### src/rtl/bsst_pkg.sv
`timescale 1ns / 1ps

package bsst_pkg;

	localparam int STORE_DEPTH_DEF = 64;
	localparam int CAP_W           = 7;
	localparam int DATA_W          = 32;
	localparam int PADDR_W         = 3;

	typedef enum logic [1:0] {
		OP_ADD  = 2'd0,
		OP_MIN  = 2'd1,
		OP_MAX  = 2'd2,
		OP_NONE = 2'd3
	} opcode_t;

	typedef enum logic [1:0] {
		STAT_OK   = 2'd0,
		STAT_FULL = 2'd1,
		STAT_FEW  = 2'd2
	} status_t;

	typedef enum logic [3:0] {
		S_IDLE,
		S_ADD_RD,
		S_ADD_CMP,
		S_ADD_FIN,
		S_MIN_SCAN,
		S_MAX_A,
		S_MAX_B,
		S_MAX_C,
		S_RESP
	} state_t;

	typedef struct packed {
		opcode_t                   opcode;
		logic signed [DATA_W-1:0] value;
	} cmd_item_t;

	typedef struct packed {
		status_t             status;
		logic [DATA_W-1:0]   span;
	} res_item_t;

endpackage

### src/rtl/bounded_set_span_tracker_top.sv
`timescale 1ns / 1ps

// Bounded set span tracker: holds up to min(capacity, STORE_DEPTH) signed
// 32-bit values in ascending order and answers span queries over them.
// Command channel (cmd_valid/cmd_ready/cmd): opcode add, shortest or longest.
// Result channel (res_valid/res_ready/res): one status and span per command.
// Capacity lives at APB byte address 0; pready is tied high.
// Command handling walks the store (one read and one write port) one entry per cycle:
//   add: sorted insertion shifts every held value larger than the new one
//   up by one entry each cycle, and an empty set takes the value directly;
//   shortest: linear scan of neighbouring pairs;
//   longest: reads the first and last held values; rejected or unused
//   commands go straight to the result.
// Results land in an output register, so the next command transfer is taken
// while a finished result still waits for res_ready. If the receiver stalls
// with that register full, the engine holds its next result and stops
// taking commands until the register drains.
// Reset clears capacity and the held count; the store itself is not cleared
// and needs no sweep.
module bounded_set_span_tracker_top #(
	parameter int STORE_DEPTH = bsst_pkg::STORE_DEPTH_DEF
) (
	input  logic                          clk,
	input  logic                          arst_n,
	input  logic                          cmd_valid,
	output logic                          cmd_ready,
	input  bsst_pkg::cmd_item_t           cmd,
	output logic                          res_valid,
	input  logic                          res_ready,
	output bsst_pkg::res_item_t           res,
	input  logic                          psel,
	input  logic                          penable,
	input  logic                          pwrite,
	input  logic [bsst_pkg::PADDR_W-1:0]  paddr,
	input  logic [bsst_pkg::DATA_W-1:0]   pwdata,
	output logic [bsst_pkg::DATA_W-1:0]   prdata,
	output logic                          pready
);

	logic [bsst_pkg::CAP_W-1:0] capacity_q;
	logic                       res_valid_q;
	bsst_pkg::res_item_t        res_q;
	logic                       core_valid, core_ready;
	bsst_pkg::res_item_t        core_res;
	logic                       cap_sel;

	// register index is the word address; only index 0 exists
	assign cap_sel = (paddr[bsst_pkg::PADDR_W-1:2] == '0);
	assign pready  = 1'b1;
	assign prdata  = cap_sel ? bsst_pkg::DATA_W'(capacity_q) : '0;

	always_ff @(posedge clk or negedge arst_n) begin
		if (!arst_n) begin
			capacity_q <= '0;
		end else if (psel && penable && pwrite && cap_sel) begin
			capacity_q <= pwdata[bsst_pkg::CAP_W-1:0];
		end
	end

	bsst_core #(
		.STORE_DEPTH(STORE_DEPTH)
	) u_core (
		.clk       (clk),
		.arst_n    (arst_n),
		.capacity  (capacity_q),
		.cmd_valid (cmd_valid),
		.cmd_ready (cmd_ready),
		.cmd       (cmd),
		.res_valid (core_valid),
		.res_ready (core_ready),
		.res       (core_res)
	);

	// output register: take a new result whenever the slot is empty or draining
	assign core_ready = !res_valid_q || res_ready;
	assign res_valid  = res_valid_q;
	assign res        = res_q;

	always_ff @(posedge clk or negedge arst_n) begin
		if (!arst_n) begin
			res_valid_q <= 1'b0;
		end else if (core_valid && core_ready) begin
			res_valid_q <= 1'b1;
		end else if (res_ready) begin
			res_valid_q <= 1'b0;
		end
	end

	// hold the payload until the transfer completes
	always_ff @(posedge clk) begin
		if (core_valid && core_ready)
			res_q <= core_res;
	end

endmodule

### src/rtl/bsst_core.sv
`timescale 1ns / 1ps

module bsst_core #(
	parameter int STORE_DEPTH = bsst_pkg::STORE_DEPTH_DEF
) (
	input  logic                        clk,
	input  logic                        arst_n,
	input  logic [bsst_pkg::CAP_W-1:0]  capacity,
	input  logic                        cmd_valid,
	output logic                        cmd_ready,
	input  bsst_pkg::cmd_item_t         cmd,
	output logic                        res_valid,
	input  logic                        res_ready,
	output bsst_pkg::res_item_t         res
);

	localparam int AW = (STORE_DEPTH > 1) ? $clog2(STORE_DEPTH) : 1;
	localparam int CW = $clog2(STORE_DEPTH + 1);
	localparam int LW = (CW > bsst_pkg::CAP_W) ? CW : bsst_pkg::CAP_W;
	localparam int DW = bsst_pkg::DATA_W;

	bsst_pkg::state_t state_q, state_d;

	logic [DW-1:0]         mem [STORE_DEPTH];
	logic [DW-1:0]         rd_data_s1;
	logic                  mem_we;
	logic [AW-1:0]         mem_wa, mem_ra;
	logic [DW-1:0]         mem_wd;

	logic [CW-1:0]         count_q, pos_q, ptr_q;
	logic [AW-1:0]         idx_s1;
	logic                  vld_s1;
	logic signed [DW-1:0]  val_q;
	logic [DW-1:0]         prev_q, best_q;
	bsst_pkg::res_item_t   res_q;

	logic                  full, few, gt, last, more;
	logic [CW-1:0]         pos_m1;
	logic [AW-1:0]         last_idx;
	logic [DW-1:0]         diff, best_new;

	assign full     = (LW'(count_q) >= LW'(capacity)) || (count_q == CW'(STORE_DEPTH));
	assign few      = count_q < CW'(2);
	assign pos_m1   = pos_q - CW'(1);
	assign last_idx = AW'(count_q - CW'(1));
	assign gt       = $signed(rd_data_s1) > val_q;
	assign diff     = rd_data_s1 - prev_q;
	assign best_new = (diff < best_q) ? diff : best_q;
	assign last     = vld_s1 && (idx_s1 == last_idx);
	assign more     = ptr_q < count_q;
	assign res      = res_q;

	always_comb begin
		state_d = state_q;
		unique case (state_q)
			bsst_pkg::S_IDLE: begin
				if (cmd_valid) begin
					unique case (cmd.opcode)
						bsst_pkg::OP_ADD: begin
							if (full)
								state_d = bsst_pkg::S_RESP;
							else if (count_q == '0)
								state_d = bsst_pkg::S_ADD_FIN;
							else
								state_d = bsst_pkg::S_ADD_RD;
						end
						bsst_pkg::OP_MIN: state_d = few ? bsst_pkg::S_RESP : bsst_pkg::S_MIN_SCAN;
						bsst_pkg::OP_MAX: state_d = few ? bsst_pkg::S_RESP : bsst_pkg::S_MAX_A;
						default:          state_d = bsst_pkg::S_RESP;
					endcase
				end
			end
			bsst_pkg::S_ADD_RD:  state_d = bsst_pkg::S_ADD_CMP;
			bsst_pkg::S_ADD_CMP: begin
				if (!gt)
					state_d = bsst_pkg::S_RESP;
				else if (pos_m1 == '0)
					state_d = bsst_pkg::S_ADD_FIN;
			end
			bsst_pkg::S_ADD_FIN:  state_d = bsst_pkg::S_RESP;
			bsst_pkg::S_MIN_SCAN: if (last) state_d = bsst_pkg::S_RESP;
			bsst_pkg::S_MAX_A:    state_d = bsst_pkg::S_MAX_B;
			bsst_pkg::S_MAX_B:    state_d = bsst_pkg::S_MAX_C;
			bsst_pkg::S_MAX_C:    state_d = bsst_pkg::S_RESP;
			bsst_pkg::S_RESP:     if (res_ready) state_d = bsst_pkg::S_IDLE;
			default:              state_d = bsst_pkg::S_IDLE;
		endcase
	end

	// memory port control; shift writes and look-ahead reads never hit the same entry
	always_comb begin
		cmd_ready = 1'b0;
		res_valid = 1'b0;
		mem_we    = 1'b0;
		mem_wa    = pos_q[AW-1:0];
		mem_wd    = val_q;
		mem_ra    = '0;
		unique case (state_q)
			bsst_pkg::S_IDLE:     cmd_ready = 1'b1;
			bsst_pkg::S_ADD_RD:   mem_ra = pos_m1[AW-1:0];
			bsst_pkg::S_ADD_CMP: begin
				mem_we = 1'b1;
				mem_wd = gt ? rd_data_s1 : val_q;
				mem_ra = AW'(pos_q - CW'(2));
			end
			bsst_pkg::S_ADD_FIN:  mem_we = 1'b1;
			bsst_pkg::S_MIN_SCAN: mem_ra = ptr_q[AW-1:0];
			bsst_pkg::S_MAX_A:    mem_ra = '0;
			bsst_pkg::S_MAX_B:    mem_ra = last_idx;
			bsst_pkg::S_MAX_C:    mem_ra = '0;
			bsst_pkg::S_RESP:     res_valid = 1'b1;
			default:              mem_ra = '0;
		endcase
	end

	always_ff @(posedge clk) begin
		if (mem_we)
			mem[mem_wa] <= mem_wd;
		rd_data_s1 <= mem[mem_ra];
	end

	always_ff @(posedge clk or negedge arst_n) begin
		if (!arst_n) begin
			state_q <= bsst_pkg::S_IDLE;
			count_q <= '0;
			vld_s1  <= 1'b0;
		end else begin
			state_q <= state_d;
			vld_s1  <= (state_q == bsst_pkg::S_MIN_SCAN) && more;
			if ((state_q == bsst_pkg::S_ADD_FIN) || ((state_q == bsst_pkg::S_ADD_CMP) && !gt))
				count_q <= count_q + CW'(1);
		end
	end

	always_ff @(posedge clk) begin
		case (state_q)
			bsst_pkg::S_IDLE: begin
				if (cmd_valid) begin
					val_q       <= cmd.value;
					pos_q       <= count_q;
					ptr_q       <= '0;
					best_q      <= '1;
					res_q.span  <= '0;
					case (cmd.opcode) inside
						bsst_pkg::OP_ADD:
							res_q.status <= full ? bsst_pkg::STAT_FULL : bsst_pkg::STAT_OK;
						bsst_pkg::OP_MIN, bsst_pkg::OP_MAX:
							res_q.status <= few ? bsst_pkg::STAT_FEW : bsst_pkg::STAT_OK;
						default:
							res_q.status <= bsst_pkg::STAT_OK;
					endcase
				end
			end
			bsst_pkg::S_ADD_CMP: if (gt) pos_q <= pos_m1;
			bsst_pkg::S_MIN_SCAN: begin
				if (more)
					ptr_q <= ptr_q + CW'(1);
				idx_s1 <= ptr_q[AW-1:0];
				if (vld_s1) begin
					prev_q <= rd_data_s1;
					if (idx_s1 != '0)
						best_q <= best_new;
					if (last)
						res_q.span <= best_new;
				end
			end
			bsst_pkg::S_MAX_B: prev_q <= rd_data_s1;
			bsst_pkg::S_MAX_C: res_q.span <= diff;
			default: ;
		endcase
	end

endmodule

### config.mk
export PLATFORM = sky130hd
export DESIGN_NAME = bounded_set_span_tracker_top
export DESIGN_NICKNAME = d
export VERILOG_FILES = /design/src/rtl/bsst_pkg.sv /design/src/rtl/bounded_set_span_tracker_top.sv /design/src/rtl/bsst_core.sv
export SDC_FILE = /design/constraint.sdc
export NUM_CORES = 2
export LEC_CHECK = 0
export ABC_AREA = 0
export BUFFER_PORTS_ARGS = -buffer_cell sky130_fd_sc_hd__buf_4
export CAP_MARGIN = 25
export CORE_MARGIN = 3
export CORE_UTILIZATION = 40
export DETAILED_ROUTE_END_ITERATION = 8
export SLEW_MARGIN = 15
export SYNTH_ARGS = -nofsm -noshare
export SYNTH_HDL_FRONTEND = slang
export SYNTH_SLANG_ARGS = --single-unit
### constraint.sdc
create_clock -name clk -period 5.9 [get_ports clk]
set_input_delay 0.59 -clock clk [delete_from_list [all_inputs] [get_ports clk]]
set_output_delay 0.59 -clock clk [all_outputs]
set_load 0.01 [all_outputs]
==> results_dict.tcl <==
set metrics [dict create \
    ios 145 \
    dp_hpwl_um 146000 \
    yosys_warnings 0 \
    cp-start-kind "register" \
    drcViolationCount 0 \
    tightest_slew_ns 1.15 \
    hold_viol 0 \
    fin_util 0.469 \
    grt_pass1_vias 46059 \
    drive_gt1_frac 0.263 \
    syn_area_per_cell_sq_um 20.4 \
    syn_inst 4465 \
    num_rows 174 \
    ys.flop_type "edfxtp_1" \
    post_drt_wl_per_cell_um 29.1 \
    area_delta_synth_final_pct 16.2 \
    clockBufferDepth 3 \
    clk_pin_slew_ns 0.07 \
    ys_types 79 \
    worstPathRequired_ns 6.48 \
    rsz0062_at_grt "false" \
    criticalPathCategory "reg -> reg" \
    tns_ns 0 \
    irDropWorstVdd_mv 0.386 \
    multi_input_area_sq_um 22100 \
    r2r-start "u_core.rd_data_s1[0]" \
    numCtsBuffers 228 \
    setup_viol 0 \
    report.final.slew_viol_count 0 \
    maxSlewHeadroom 0.230 \
    initial_utilization 0.404 \
    root_buffer "clkbuf_16" \
    crit_slowest_cell "a2111oi_0" \
    cts_sinks 2284 \
    timing.final.crit_share 0.910 \
    crit_arrival_ns 5.95 \
    fillers 18552 \
    dieArea_sq_um 234000 \
    ys_ff_latch 2284 \
    htreeDepth 4 \
    maxCapViolations 0 \
    synth_edf_count 2232 \
    cp_max_fo 26 \
    antenna_found_initial 23 \
    ys_seq_area_frac 0.748 \
    leakage_nw 34.1 \
    design.core.area_sq_um 226000 \
    holdWs_ns 0.157 \
    dr.pass1.iters 5 \
    async_reset_ff_frac 0.00876 \
    cts_tree "done" \
    slowest_delay_ns 0.46 \
    startpoint "u_core.rd_data_s1[0]" \
    fmax_mhz 186 \
    die_w_um 483 \
    drt-total-wl_um 236000 \
    period_needed_ns 5.37 \
    status "finished, final reports clean" \
    via_count 46043 \
    grt_usage 0.200 \
    drt_iter0_drc 5051 \
    clock_skew_ns 0.0499 \
    gr-total-overflow 0 \
    hold_class "in -> async" \
    final_nets 5097 \
    clock_latency_ns 0.87 \
    p_per_area_nw_per_um2 524 \
    detail_route.vias_per_cell 5.68 \
    io_buffer_count 91 \
    grt_start_max_net_pins 102 \
    grt_pass1_wl_um 337000 \
    dieHeight_um 483 \
    netlist_area_sq_um 91100 \
    gp_congestion 0.829 \
    ant_nets 0 \
    endpoint_kind "register" \
    path_cells "inv_1 > ha_1 > inv_1 > fa_1 > a211oi_1 > o21ai_0 > nand3b_1 > a21boi_1 > a311oi_2 > o31ai_1 > a21oi_1 > xnor2_1 > ha_1 > a2111oi_0 > o21ai_0 > a31o_2 > a221oi_1 > o31ai_2 > inv_2 > nor2_1 > buf_4 > a22o_1" \
    seqCellArea_sq_um 68200 \
]
## what timing repair did
action	4_1_cts	5_1_grt
hold buffers	41	0
resized for setup	0	1
setup endpoints to repair	0	31
hold endpoints to repair	60	0
buffers inserted	0	0
## logic make-up after synthesis
kind of cell               Yosys count  synth area share
buffers and inverters              364            0.0201
AOI/OAI and AO/OA                  423            0.0305
and+or+nand+nor                    426            0.0224
other                                2         0.0000824
xor gates and xnor gates            58           0.00557
adders and majority gates          122            0.0168
DFF                               2284             0.748
muxes                              786             0.157
## flip-flops by register name, summed over array words and instances, names as in the netlist
| name | count |
|---|---|
| res_valid | 1 |
| u_core.ptr_q | 7 |
| u_core.pos_q | 7 |
| u_core.idx_s1 | 6 |
| u_core.res | 34 |
| u_core.mem | 2048 |
| u_core.count_q | 7 |
| u_core.vld_s1 | 1 |
| u_core.state_q | 4 |
| capacity_q | 7 |
| u_core.val_q | 32 |
| u_core.rd_data_s1 | 32 |
| u_core.prev_q | 32 |
| res | 34 |
| u_core.best_q | 32 |
## cells in the mapped netlist (all sizes together) (7+ instances only)
cell,n,area [sq um]
mux2,8,90.1
edfxtp,2232,67000
inv,129,484
buf,179,1130
clkbuf,56,211
o22ai,124,776
nand2,140,526
nand3,21,105
ha,121,1510
a22o,26,228
mux2i,266,2660
a211oi,11,95.1
nor2b,13,81.3
dfrtp,20,500
a31oi,8,50.1
xnor2,38,333
nand2b,16,100
nor3,20,105
nand4,20,125
xor2,20,175
a21oi,61,305
nand3b,10,75.1
and3,7,43.8
o21ai,83,419
a21o,23,173
nor2,122,468
dfxtp,32,641
or4,32,240
mux4,512,11500
o211ai,35,263
## worst max-delay path, delay by kind of cell (launching register included)
| kind | cells | cell delay (ns) |
|---|---|---|
| adders and majority gates | 3 | 0.82 |
| AOI/OAI and AO/OA | 12 | 3.09 |
| and+or+nand+nor | 2 | 0.22 |
| buffers and inverters | 4 | 0.47 |
| DFF | 1 | 0.32 |
| xor gates and xnor gates | 1 | 0.15 |
## path summary, 6_finish.rpt
kind	slack [ns]	to	depth (start not counted)
setup / recovery	0.53	u_core.res[8]	22
hold / removal	0.16	u_core.vld_s1	2
setup reg to reg	0.53	u_core.res[8]	22
hold reg to reg	0.42	res[3]	0
max in group asynchronous	5.51	u_core.count_q[1]	2
min in group clk	0.27	u_core.res[33]	4
## power by group
part	switching, W	internal [W]
Sequential	0.000480	0.0207
Clock	0.00608	0.00813
Combinational	0.0121	0.00798
Total	0.0187	0.0368
## area by class of cell
| cell class | count | share of cell area |
|---|---|---|
| Antenna cell | 14 | 0.000331 |
| Clock buffer | 286 | 0.0574 |
| Clock inverter | 142 | 0.0118 |
| Inverter | 129 | 0.00457 |
| Multi-Input combinational cell | 1841 | 0.209 |
| Sequential cell | 2284 | 0.643 |
| Tap cell | 2992 | 0.0353 |
| Timing Repair Buffer | 415 | 0.0383 |
## through the flow
stage                     std cells  area [sq um]  power (W)  setup slack, ns
after floorplan                4489         91200     0.0341            0.630
after global placement         7603         97800     0.0412            0.439
after detailed placement       7613         98000     0.0416            0.516
after CTS                      8082        106000     0.0558            0.437
after global routing           8090        106000     0.0578           0.0709
final                          8103        106000     0.0555            0.532
## metal layers
metal	vias to the layer above	share of wire	global-route usage
li1	19288	-	-
met1	24514	0.42	0.283
met2	1913	0.47	0.315
met3	324	0.082	0.0414
met4	4	0.025	0.0557
met5	-	0.00014	0
## layout by cell type (no fill, tap or decap), types with 8 or more instances in the layout
cell and n:
edfxtp_1 2232, mux4_2 512, buf_4 309, mux2i_1 266, clkbuf_16 233, nand2_1 140
o22ai_1 124, inv_1 123, ha_1 121, clkinv_1 67, nor2_4 66, a21oi_1 60
buf_12 58, nor2_1 52, o21ai_0 48, clkbuf_1 48, dlygate4sd3_1 41, xnor2_1 38
clkinv_2 37, o211ai_1 35, or4_1 32, dfxtp_1 32, o21ai_4 31, a22o_1 26
conb_1 26, a21o_1 23, nand4_1 20, xor2_1 20, dfrtp_1 20, bufinv_16 20
nand3_1 19, nor3_1 17, nand2b_1 15, diode_2 14, nor2b_1 12, nand3b_1 10
a211oi_1 9, a31oi_1 8, mux2_2 8
Power figures use the tool's default switching activity.
